===== src/hdl/assert_macros.svh =====
// Assertion macros for the RTL; nttc_ctrl is the only file that includes them.
`ifndef ASSERT_MACROS_SVH
`define ASSERT_MACROS_SVH
`ifndef SYNTHESIS
`define NTTC_ASSERT(lbl, clk, rstn, prop) \
    lbl: assert property (@(posedge clk) disable iff (!rstn) prop) \
        else $error("assertion failed");
`define NTTC_NEVER(lbl, clk, rstn, expr) \
    lbl: assert property (@(posedge clk) disable iff (!rstn) !(expr)) \
        else $error("forbidden condition");
`else
`define NTTC_ASSERT(lbl, clk, rstn, prop)
`define NTTC_NEVER(lbl, clk, rstn, expr)
`endif
`endif


===== src/hdl/nttc_pkg.sv =====
`timescale 1ns / 1ps
package nttc_pkg;
    localparam int NOTE_COUNT = 128;
    localparam int NOTE_W     = 7;
    localparam int OFS_W      = 14;
    localparam int DAC_W      = 12;
    localparam int DAC_MAX    = 4095;
    localparam int BASE_W     = 13;
    localparam int PROD_W     = 22;
    localparam int MAG_W      = 21;
    localparam int CNT_W      = 5;

    localparam logic [2:0] OP_NOTE   = 3'd0;
    localparam logic [2:0] OP_ADJUST = 3'd1;
    localparam logic [2:0] OP_INTERP = 3'd2;
    localparam logic [2:0] OP_CLEAR  = 3'd3;
    localparam logic [2:0] OP_BEND   = 3'd4;

    typedef logic [BASE_W-1:0] t_base_tab [NOTE_COUNT];

    // Rounded note * 4096 / 120, evaluated at elaboration only.
    function automatic t_base_tab f_base_tab();
        t_base_tab tab;
        for (int i = 0; i < NOTE_COUNT; i++) begin
            tab[i] = BASE_W'((i * (DAC_MAX + 1) * 2 + 120) / 240);
        end
        return tab;
    endfunction

    localparam t_base_tab BASE_TAB = f_base_tab();

    typedef struct packed {
        logic load;
        logic rd_note;
        logic rd_scan;
        logic exec;
        logic dn_init;
        logic up_init;
        logic scan_dec;
        logic scan_inc;
        logic cap_lo;
        logic cap_hi;
        logic mul;
        logic div_start;
        logic div_step;
        logic wr_interp;
        logic out_load;
    } t_cmd;

    typedef struct packed {
        logic [2:0] op;
        logic       edge_note;
        logic       rd_nz;
        logic       scan_lo;
        logic       scan_hi;
        logic       div_last;
    } t_sts;
endpackage


===== src/hdl/note_to_cv_tune_table.sv =====
// Note, adjust, clear, bend and unused opcodes pass through S_RD, S_EXEC and S_FIN after accept.
// Interpolate away from the edge notes also scans the table down and up for neighbors, multiplies
// and divides; its run time is set by the single table read port and the bit-serial divider.
// One item is in work at a time; a new beat is accepted the cycle after the previous result
// is loaded, so the block never takes a new item before the last one is through.
// Synchronous active-low reset clears the control state and marks every table entry zero.
`timescale 1ns / 1ps
module note_to_cv_tune_table
    import nttc_pkg::*;
(
    input  logic                     i_clk,
    input  logic                     i_rst_n,
    input  logic                     i_valid,
    output logic                     o_ready,
    input  logic [2:0]               i_opcode,
    input  logic [NOTE_W-1:0]        i_note_number,
    input  logic signed [15:0]       i_tune_delta,
    input  logic [13:0]              i_bend_amount,
    output logic                     o_valid,
    input  logic                     i_ready,
    output logic [DAC_W-1:0]         o_dac_code,
    output logic signed [OFS_W-1:0]  o_tune_value
);
    t_cmd cmd;
    t_sts sts;

    nttc_ctrl u_ctrl (
        .i_clk   (i_clk),
        .i_rst_n (i_rst_n),
        .i_valid (i_valid),
        .o_ready (o_ready),
        .o_valid (o_valid),
        .i_ready (i_ready),
        .i_sts   (sts),
        .o_cmd   (cmd)
    );

    nttc_dp u_dp (
        .i_clk         (i_clk),
        .i_rst_n       (i_rst_n),
        .i_cmd         (cmd),
        .o_sts         (sts),
        .i_opcode      (i_opcode),
        .i_note_number (i_note_number),
        .i_tune_delta  (i_tune_delta),
        .i_bend_amount (i_bend_amount),
        .o_dac_code    (o_dac_code),
        .o_tune_value  (o_tune_value)
    );
endmodule


===== src/hdl/nttc_dp.sv =====
`timescale 1ns / 1ps
module nttc_dp
    import nttc_pkg::*;
(
    input  logic                     i_clk,
    input  logic                     i_rst_n,
    input  t_cmd                     i_cmd,
    output t_sts                     o_sts,
    input  logic [2:0]               i_opcode,
    input  logic [NOTE_W-1:0]        i_note_number,
    input  logic signed [15:0]       i_tune_delta,
    input  logic [13:0]              i_bend_amount,
    output logic [DAC_W-1:0]         o_dac_code,
    output logic signed [OFS_W-1:0]  o_tune_value
);
    logic [2:0]              r_op;
    logic [NOTE_W-1:0]       r_note;
    logic signed [15:0]      r_delta;
    logic [13:0]             r_bend;

    logic signed [OFS_W-1:0] mem [NOTE_COUNT];
    logic [NOTE_COUNT-1:0]   r_vld;
    logic signed [OFS_W-1:0] r_rd_raw;
    logic                    r_rd_v;
    logic signed [OFS_W-1:0] rd_val;
    logic [NOTE_W-1:0]       rd_addr;

    logic [NOTE_W-1:0]       r_scan;
    logic [NOTE_W-1:0]       r_n1, r_n2;
    logic signed [OFS_W-1:0] r_t1, r_t2;
    logic signed [PROD_W-1:0] r_prod;
    logic [NOTE_W-1:0]       r_x2;
    logic                    r_neg;
    logic [MAG_W-1:0]        r_quo;
    logic [NOTE_W-1:0]       r_rem;
    logic [CNT_W-1:0]        r_cnt;

    logic [DAC_W-1:0]        r_res_dac;
    logic signed [OFS_W-1:0] r_res_tune;
    logic [DAC_W-1:0]        r_out_dac;
    logic signed [OFS_W-1:0] r_out_tune;

    logic [BASE_W-1:0]       base;
    logic signed [15:0]      note_sum;
    logic signed [17:0]      adj_sum;
    logic signed [17:0]      ofs_sum;
    logic signed [14:0]      hi_ofs;
    logic signed [14:0]      lo_ofs;
    logic [DAC_W-1:0]        exec_dac;
    logic signed [OFS_W-1:0] exec_tune;
    logic                    exec_wr;

    logic signed [7:0]       x1;
    logic signed [14:0]      diff;
    logic [PROD_W-1:0]       prod_abs;
    logic [NOTE_W:0]         rem_sh;
    logic                    q_bit;
    logic signed [14:0]      q_sgn;
    logic signed [OFS_W-1:0] interp_val;

    logic                    wr_en;
    logic signed [OFS_W-1:0] wr_data;

    assign rd_addr = i_cmd.rd_scan ? r_scan : r_note;
    assign rd_val  = r_rd_v ? r_rd_raw : '0;

    always_ff @(posedge i_clk) begin
        if (i_cmd.load) begin
            r_op    <= i_opcode;
            r_note  <= i_note_number;
            r_delta <= i_tune_delta;
            r_bend  <= i_bend_amount;
        end
    end

    // Table memory: one write port at the addressed note, one registered read.
    always_ff @(posedge i_clk) begin
        if (wr_en) begin
            mem[r_note] <= wr_data;
        end
        if (i_cmd.rd_note || i_cmd.rd_scan) begin
            r_rd_raw <= mem[rd_addr];
        end
    end

    // An entry without its valid bit reads as zero, so clearing is immediate.
    always_ff @(posedge i_clk) begin
        if (!i_rst_n) begin
            r_vld  <= '0;
            r_rd_v <= 1'b0;
        end else begin
            if (i_cmd.exec && r_op == OP_CLEAR) begin
                r_vld <= '0;
            end else if (wr_en) begin
                r_vld[r_note] <= 1'b1;
            end
            if (i_cmd.rd_note || i_cmd.rd_scan) begin
                r_rd_v <= r_vld[rd_addr];
            end
        end
    end

    always_comb begin
        base     = BASE_TAB[r_note];
        note_sum = $signed({3'b000, base}) + $signed({{2{rd_val[OFS_W-1]}}, rd_val});
        ofs_sum  = $signed({{4{rd_val[OFS_W-1]}}, rd_val})
                 + $signed({{2{r_delta[15]}}, r_delta});
        adj_sum  = $signed({5'b00000, base}) + ofs_sum;
        hi_ofs   = 15'(DAC_MAX) - $signed({2'b00, base});
        lo_ofs   = 15'sd0 - $signed({2'b00, base});
        exec_dac  = '0;
        exec_tune = rd_val;
        exec_wr   = 1'b0;
        case (r_op)
            OP_NOTE: begin
                if (note_sum < 0) begin
                    exec_dac = '0;
                end else if (note_sum > 16'(DAC_MAX)) begin
                    exec_dac = DAC_W'(DAC_MAX);
                end else begin
                    exec_dac = note_sum[DAC_W-1:0];
                end
            end
            OP_ADJUST: begin
                exec_wr = 1'b1;
                if (adj_sum < 0) begin
                    exec_tune = lo_ofs[OFS_W-1:0];
                end else if (adj_sum > 18'(DAC_MAX)) begin
                    exec_tune = hi_ofs[OFS_W-1:0];
                end else begin
                    exec_tune = ofs_sum[OFS_W-1:0];
                end
            end
            OP_CLEAR: begin
                exec_tune = '0;
            end
            OP_BEND: begin
                exec_dac = r_bend[13:2];
            end
            default: begin
                exec_dac = '0;
            end
        endcase
    end

    // Interpolation datapath: neighbor scan, multiply, bit-serial divide.
    always_comb begin
        x1       = $signed({1'b0, r_note - r_n1});
        diff     = $signed({r_t2[OFS_W-1], r_t2}) - $signed({r_t1[OFS_W-1], r_t1});
        prod_abs = r_prod[PROD_W-1] ? PROD_W'(-r_prod) : r_prod;
        rem_sh   = {r_rem, r_quo[MAG_W-1]};
        q_bit    = (rem_sh >= {1'b0, r_x2});
        q_sgn    = r_neg ? -$signed(r_quo[14:0]) : $signed(r_quo[14:0]);
        interp_val = r_t1 + q_sgn[OFS_W-1:0];
    end

    always_ff @(posedge i_clk) begin
        if (i_cmd.dn_init) begin
            r_scan <= r_note - 1'b1;
        end else if (i_cmd.up_init) begin
            r_scan <= r_note + 1'b1;
        end else if (i_cmd.scan_dec) begin
            r_scan <= r_scan - 1'b1;
        end else if (i_cmd.scan_inc) begin
            r_scan <= r_scan + 1'b1;
        end
        // At the end of a scan with nothing found, the data reads zero.
        if (i_cmd.cap_lo) begin
            r_n1 <= r_scan;
            r_t1 <= rd_val;
        end
        if (i_cmd.cap_hi) begin
            r_n2 <= r_scan;
            r_t2 <= rd_val;
        end
        if (i_cmd.mul) begin
            r_prod <= x1 * diff;
            r_x2   <= r_n2 - r_n1;
        end
        if (i_cmd.div_start) begin
            r_neg <= r_prod[PROD_W-1];
            r_quo <= prod_abs[MAG_W-1:0];
            r_rem <= '0;
            r_cnt <= CNT_W'(MAG_W);
        end else if (i_cmd.div_step) begin
            r_quo <= {r_quo[MAG_W-2:0], q_bit};
            r_rem <= q_bit ? NOTE_W'(rem_sh - {1'b0, r_x2}) : rem_sh[NOTE_W-1:0];
            r_cnt <= r_cnt - 1'b1;
        end
    end

    assign wr_en   = (i_cmd.exec && exec_wr) || i_cmd.wr_interp;
    assign wr_data = i_cmd.wr_interp ? interp_val : exec_tune;

    always_ff @(posedge i_clk) begin
        if (i_cmd.exec) begin
            r_res_dac  <= exec_dac;
            r_res_tune <= exec_tune;
        end else if (i_cmd.wr_interp) begin
            r_res_dac  <= '0;
            r_res_tune <= interp_val;
        end
        if (i_cmd.out_load) begin
            r_out_dac  <= r_res_dac;
            r_out_tune <= r_res_tune;
        end
    end

    assign o_dac_code   = r_out_dac;
    assign o_tune_value = r_out_tune;

    assign o_sts.op        = r_op;
    assign o_sts.edge_note = (r_note == '0) || (r_note == NOTE_W'(NOTE_COUNT - 1));
    assign o_sts.rd_nz     = (rd_val != '0);
    assign o_sts.scan_lo   = (r_scan == '0);
    assign o_sts.scan_hi   = (r_scan == NOTE_W'(NOTE_COUNT - 1));
    assign o_sts.div_last  = (r_cnt == CNT_W'(1));
endmodule


===== src/hdl/nttc_ctrl.sv =====
`timescale 1ns / 1ps
`include "assert_macros.svh"
module nttc_ctrl
    import nttc_pkg::*;
(
    input  logic i_clk,
    input  logic i_rst_n,
    input  logic i_valid,
    output logic o_ready,
    output logic o_valid,
    input  logic i_ready,
    input  t_sts i_sts,
    output t_cmd o_cmd
);
    localparam logic [3:0] S_IDLE   = 4'd0;
    localparam logic [3:0] S_RD     = 4'd1;
    localparam logic [3:0] S_EXEC   = 4'd2;
    localparam logic [3:0] S_DN_RD  = 4'd3;
    localparam logic [3:0] S_DN_CHK = 4'd4;
    localparam logic [3:0] S_UP_RD  = 4'd5;
    localparam logic [3:0] S_UP_CHK = 4'd6;
    localparam logic [3:0] S_MUL    = 4'd7;
    localparam logic [3:0] S_DIVS   = 4'd8;
    localparam logic [3:0] S_DIV    = 4'd9;
    localparam logic [3:0] S_WRI    = 4'd10;
    localparam logic [3:0] S_FIN    = 4'd11;

    logic [3:0] r_state, n_state;
    logic       r_ovld, n_ovld;
    logic       out_free;

    assign o_ready  = (r_state == S_IDLE);
    assign o_valid  = r_ovld;
    assign out_free = !r_ovld || i_ready;

    always_comb begin
        n_state = r_state;
        o_cmd   = '0;
        case (r_state)
            S_IDLE: begin
                if (i_valid) begin
                    o_cmd.load = 1'b1;
                    n_state    = S_RD;
                end
            end
            S_RD: begin
                o_cmd.rd_note = 1'b1;
                n_state       = S_EXEC;
            end
            S_EXEC: begin
                o_cmd.exec = 1'b1;
                if (i_sts.op == OP_INTERP && !i_sts.edge_note) begin
                    o_cmd.dn_init = 1'b1;
                    n_state       = S_DN_RD;
                end else begin
                    n_state = S_FIN;
                end
            end
            S_DN_RD: begin
                o_cmd.rd_scan = 1'b1;
                n_state       = S_DN_CHK;
            end
            S_DN_CHK: begin
                if (i_sts.rd_nz || i_sts.scan_lo) begin
                    o_cmd.cap_lo  = 1'b1;
                    o_cmd.up_init = 1'b1;
                    n_state       = S_UP_RD;
                end else begin
                    o_cmd.scan_dec = 1'b1;
                    n_state        = S_DN_RD;
                end
            end
            S_UP_RD: begin
                o_cmd.rd_scan = 1'b1;
                n_state       = S_UP_CHK;
            end
            S_UP_CHK: begin
                if (i_sts.rd_nz || i_sts.scan_hi) begin
                    o_cmd.cap_hi = 1'b1;
                    n_state      = S_MUL;
                end else begin
                    o_cmd.scan_inc = 1'b1;
                    n_state        = S_UP_RD;
                end
            end
            S_MUL: begin
                o_cmd.mul = 1'b1;
                n_state   = S_DIVS;
            end
            S_DIVS: begin
                o_cmd.div_start = 1'b1;
                n_state         = S_DIV;
            end
            S_DIV: begin
                o_cmd.div_step = 1'b1;
                if (i_sts.div_last) begin
                    n_state = S_WRI;
                end
            end
            S_WRI: begin
                o_cmd.wr_interp = 1'b1;
                n_state         = S_FIN;
            end
            S_FIN: begin
                if (out_free) begin
                    o_cmd.out_load = 1'b1;
                    n_state        = S_IDLE;
                end
            end
            default: begin
                n_state = S_IDLE;
            end
        endcase
    end

    always_comb begin
        n_ovld = r_ovld;
        if (o_cmd.out_load) begin
            n_ovld = 1'b1;
        end else if (i_ready) begin
            n_ovld = 1'b0;
        end
    end

    always_ff @(posedge i_clk) begin
        if (!i_rst_n) begin
            r_state <= S_IDLE;
            r_ovld  <= 1'b0;
        end else begin
            r_state <= n_state;
            r_ovld  <= n_ovld;
        end
    end

    `NTTC_ASSERT(a_accept_reads, i_clk, i_rst_n, (i_valid && o_ready) |=> (r_state == S_RD))
    `NTTC_NEVER(a_no_overwrite, i_clk, i_rst_n, o_cmd.out_load && r_ovld && !i_ready)
    `NTTC_ASSERT(a_valid_from_fin, i_clk, i_rst_n, $rose(r_ovld) |-> $past(r_state == S_FIN))
endmodule

===== config.mk =====
export PLATFORM = sky130hd
export DESIGN_NAME = note_to_cv_tune_table
export DESIGN_NICKNAME = d
export VERILOG_FILES = /design/src/hdl/nttc_pkg.sv /design/src/hdl/note_to_cv_tune_table.sv /design/src/hdl/nttc_dp.sv /design/src/hdl/nttc_ctrl.sv
export VERILOG_INCLUDE_DIRS = /design/src /design/src/hdl
export SDC_FILE = /design/constraint.sdc
export NUM_CORES = 2
export LEC_CHECK = 0
export BUFFER_PORTS_ARGS = -buffer_cell sky130_fd_sc_hd__buf_2
export CAP_MARGIN = 20
export CORE_ASPECT_RATIO = 1.5
export CORE_MARGIN = 5
export CORE_UTILIZATION = 40
export DETAILED_ROUTE_END_ITERATION = 10
export GPL_TIMING_DRIVEN = 0
export SYNTH_ARGS = -nofsm -noshare
export SYNTH_HDL_FRONTEND = slang
export SYNTH_SLANG_ARGS = --single-unit

===== constraint.sdc =====
create_clock -name i_clk -period 19.5 [get_ports i_clk]
set_input_delay 0.975 -clock i_clk [delete_from_list [all_inputs] [get_ports i_clk]]
set_output_delay 0.975 -clock i_clk [all_outputs]
set_load 0.02 [all_outputs]

==> run_results.csv <==
group,metric,value,unit
worst_setup_path,arrival,11.03,ns
hold_path,min_path_type,"primary input to flop",
grt,grt_remaining_overflow,0,
clock_tree,post_cts_buffers,0,
worst_setup_path,cp.depth,29,
worst_setup_path,cp_max_fo,32,
grt,grt_antenna_before_repair,6,
grt,grt.total_usage,0.2309,
clock_tree,cts.sinks,2142,
yosys,synthArstFlopShare,0,
grt,grt_max_degree,81,
worst_setup_path,critPathSlowestCell,"a21oi_1",
placement,place_congestion,0.9254,
power,irDropWorstVdd,0.00006800,V
sta,setup_slack,9.029,ns
floorplan,rows,216,
placement,portBuffers,69,
yosys,synth_area,92970,um^2
clock_tree,clk_pin_slew,0.07,ns
routing,drt-wirelength-per-cell,30.67,um
clock_tree,insertion_delay,0.88,ns
clock_tree,cts_tree,"yes",
grt,grt_pass1_vias,55617,
clock_tree,ctsHtreeMaxLevel,4,
yosys,syn_nets,5934,
routing,first_iter_violations,5460,
worst_setup_path,cp_top_family,"buffers and inverters",
hold_path,holdPathStages,1,
finish,layout-drive-gt1-share,0.2103,
hold_path,worst_hold_path.endpoint,"u_dp.r_bend[3]",
routing,dr.pass1.iters,6,
placement,place_ws,9.263,ns
clock_tree,cts_buffer_depth,4,
yosys,synthCells,5648,
yosys,synth_warnings,0,
worst_setup_path,r2r_end,"u_dp.mem[47][11]",
floorplan,io_pins,72,
power,power_density,110.6,nW/um^2
yosys,syn_avg_cell_area,16.46,um^2
yosys,ys_seq_area_frac,0.6761,
outcome,status,"finished, final reports clean",
sta,finalClockSkew,0.05224,ns
grt,grt_first_pass_wirelength,403900,um
hold_path,worst_hold_startpoint,"i_bend_amount[3]",
worst_setup_path,rr_worst_depth,29,
power,p_leak,35.39,nW
floorplan,core,231100,um^2
sta,finalCritPeriodShare,0.5370,
yosys,synth_edf_count,1996,
finish,nets,6386,
worst_setup_path,slowest_delay,0.76,ns
finish,final_cell_mix,"edfxtp_1, mux4_2, nand2_1",
sta,setup_viol,0,
sta,fmax,95.50,MHz
clock_tree,ctsHoldBuffers,0,
finish,layout_commonest_cell,"edfxtp_1",
floorplan,die_h,600.5,um
yosys,ys_types,102,
sta,rsz0062_at_grt,"false",
placement,dp.cells,8943,
placement,hpwl,209000,um
worst_setup_path,rr_startpoint,"u_dp.r_note[0]",
sta,relSlewSlack,0.1775,
sta,tightestPinTransition,1.234,ns
routing,ant_nets,0,
floorplan,floorplan.initialDensity,0.4024,
clock_tree,clockRootBuffer,"clkbuf_16",
clock_tree,cts_made_buffers,204,
sta,tns,0,ns
sta,slew_viol_final,0,
routing,dr_total_vias,54150,
routing,viasPerCell,5.814,
clock_tree,post_cts_resized,0,
floorplan,die_x,403.6,um
sta,hold_viol,0,
routing,post-route-drc-count,0,
worst_setup_path,required,20.06,ns
floorplan,die-area,242400,um^2
flow_run,cap_violations,0,
power,total_power,0.01185,W
worst_setup_path,crit_buf_inv,11,
worst_setup_path,r2r_slack,9.03,ns
worst_setup_path,cp-start-kind,"flop",
routing,wl,285700,um
finish,areaGrowthSynthToFinish,15.29,%
yosys,synth_top_flop_cell,"edfxtp_1",
worst_setup_path,critPathCaptureType,"flop",
yosys,ys_seq_elements,2142,
worst_setup_path,worstSetupPathType,"flop to flop",
finish,fin_cells,9314,
sta,fin_crit,10.47,ns
-- worst reg2reg max path: cells and delay by family, from the launching register on --
family,cells,cell delay [ns]
AOI/OAI and AO/OA,8,2.86
DFF,1,0.58
xor gates and xnor gates,1,0.18
and+or+nand+nor,2,0.58
buffers and inverters,11,2.95
muxes,3,1.62
adders and majority gates,4,1.39
-- layer usage --
metal | GRT usage | share of wire | vias up
met5 | 0 | 0.000042 | -
met4 | 0.1446 | 0.077 | 2
met3 | 0.03557 | 0.064 | 695
met2 | 0.4105 | 0.52 | 2225
met1 | 0.2589 | 0.34 | 28174
li1 | - | - | 23054
-- worst max-delay path by stage --
stage,start,to,slack [ns]
finish,u_dp.r_note[0],u_dp.mem[47][11],9.03
global route,u_dp.r_note[0],u_dp.mem[47][11],8.71
CTS,u_dp.r_note[0],u_dp.mem[59][7],9.21
detailed placement,u_dp.r_note[0],u_dp.mem[17][7],9.26
global placement,u_dp.r_note[0],u_dp.mem[32][2],-3.91
floorplan,u_dp.r_note[0],u_dp.mem[0][2],7.26
-- synthesized netlist by cell type, types with 8 or more instances --
cell      count  share of area
edfxtp_1   1996           0.64
mux4_2      483           0.12
nand2_1     413          0.017
nor2_1      335          0.014
inv_1       200         0.0081
clkbuf_1    177         0.0071
a21oi_1     170         0.0092
a211oi_1    162          0.013
ha_1        156          0.021
dfxtp_1     146          0.031
o21a_1      143          0.012
and2_1      129         0.0087
o21ai_0     103         0.0055
xnor2_1      89         0.0084
a311oi_1     86         0.0081
fa_1         86          0.019
buf_2        68         0.0037
a31oi_1      64         0.0043
buf_1        59         0.0024
nor3_1       52         0.0028
a21o_1       44         0.0036
xor2_1       44         0.0041
or2_2        37         0.0025
nand2b_1     36         0.0024
nand3_1      34         0.0018
o31ai_1      28         0.0023
nor2b_1      24         0.0016
or3_1        24         0.0016
mux2i_1      23         0.0025
and3_1       14        0.00094
o21bai_1     12        0.00097
o22ai_1      12        0.00081
nor4_1       11        0.00074
a221oi_1      9        0.00085
a21boi_0      8        0.00065
o211ai_1      8        0.00065
-- logic make-up after synthesis --
family / after synthesis / share of synthesized area
AOI/OAI and AO/OA: 942 / 0.07110
xor gates and xnor gates: 133 / 0.01253
adders and majority gates: 246 / 0.03994
buffers and inverters: 516 / 0.02207
DFF: 2142 / 0.6761
muxes: 513 / 0.1203
and+or+nand+nor: 1156 / 0.05791
-- area by class of cell --
cell class	instances	area, um^2
diodes	3	7.507
plain buffers	310	1287
clock buffers	249	5378
clock inverters	116	1106
fillers	19781	123900
inverters	206	773.2
multi-input cells	2990	28560
flip-flops and latches	2142	62860
well taps	3052	3819
repair buffers	246	3396
-- flip-flops by register name (all words and copies together) (netlist names), 3 cells and up --
| signal | cells |
|---|---|
| u_dp.r_n1 | 7 |
| u_dp.r_cnt | 5 |
| u_dp.r_bend | 12 |
| u_dp.r_note | 7 |
| u_dp.r_n2 | 7 |
| u_dp.r_prod | 22 |
| u_dp.mem | 1792 |
| u_dp.r_quo | 21 |
| u_ctrl.r_state | 4 |
| u_dp.r_rem | 7 |
| u_dp.r_scan | 7 |
| u_dp.r_rd_raw | 14 |
| u_dp.r_t1 | 14 |
| u_dp.r_x2 | 7 |
| u_dp.r_op | 3 |
| u_dp.o_tune_value | 14 |
| u_dp.r_delta | 16 |
| u_dp.r_vld | 128 |
| u_dp.o_dac_code | 12 |
| u_dp.r_t2 | 14 |
| u_dp.r_res_tune | 14 |
| u_dp.r_res_dac | 12 |
-- through the flow --
step | hold WS (ns) | area, um^2 | utilization
floorplan | 0.4003 | 92970 | -
finish | 0.2701 | 107200 | 0.4639
detailed placement | 0.4056 | 100700 | 0.4356
global route | 0.2453 | 107200 | 0.4638
global placement | 0.4004 | 97140 | 0.4204
CTS | 0.2208 | 107100 | 0.4637
-- power by group --
| group | internal, W | total [W] | switching, W |
|---|---|---|---|
| logic | 0.000932 | 0.00261 | 0.00168 |
| clock network | 0.00220 | 0.00394 | 0.00174 |
| registers | 0.00527 | 0.00530 | 0.0000280 |
| total | 0.00840 | 0.0119 | 0.00345 |
Note: power is estimated with default switching activity, not from simulation.
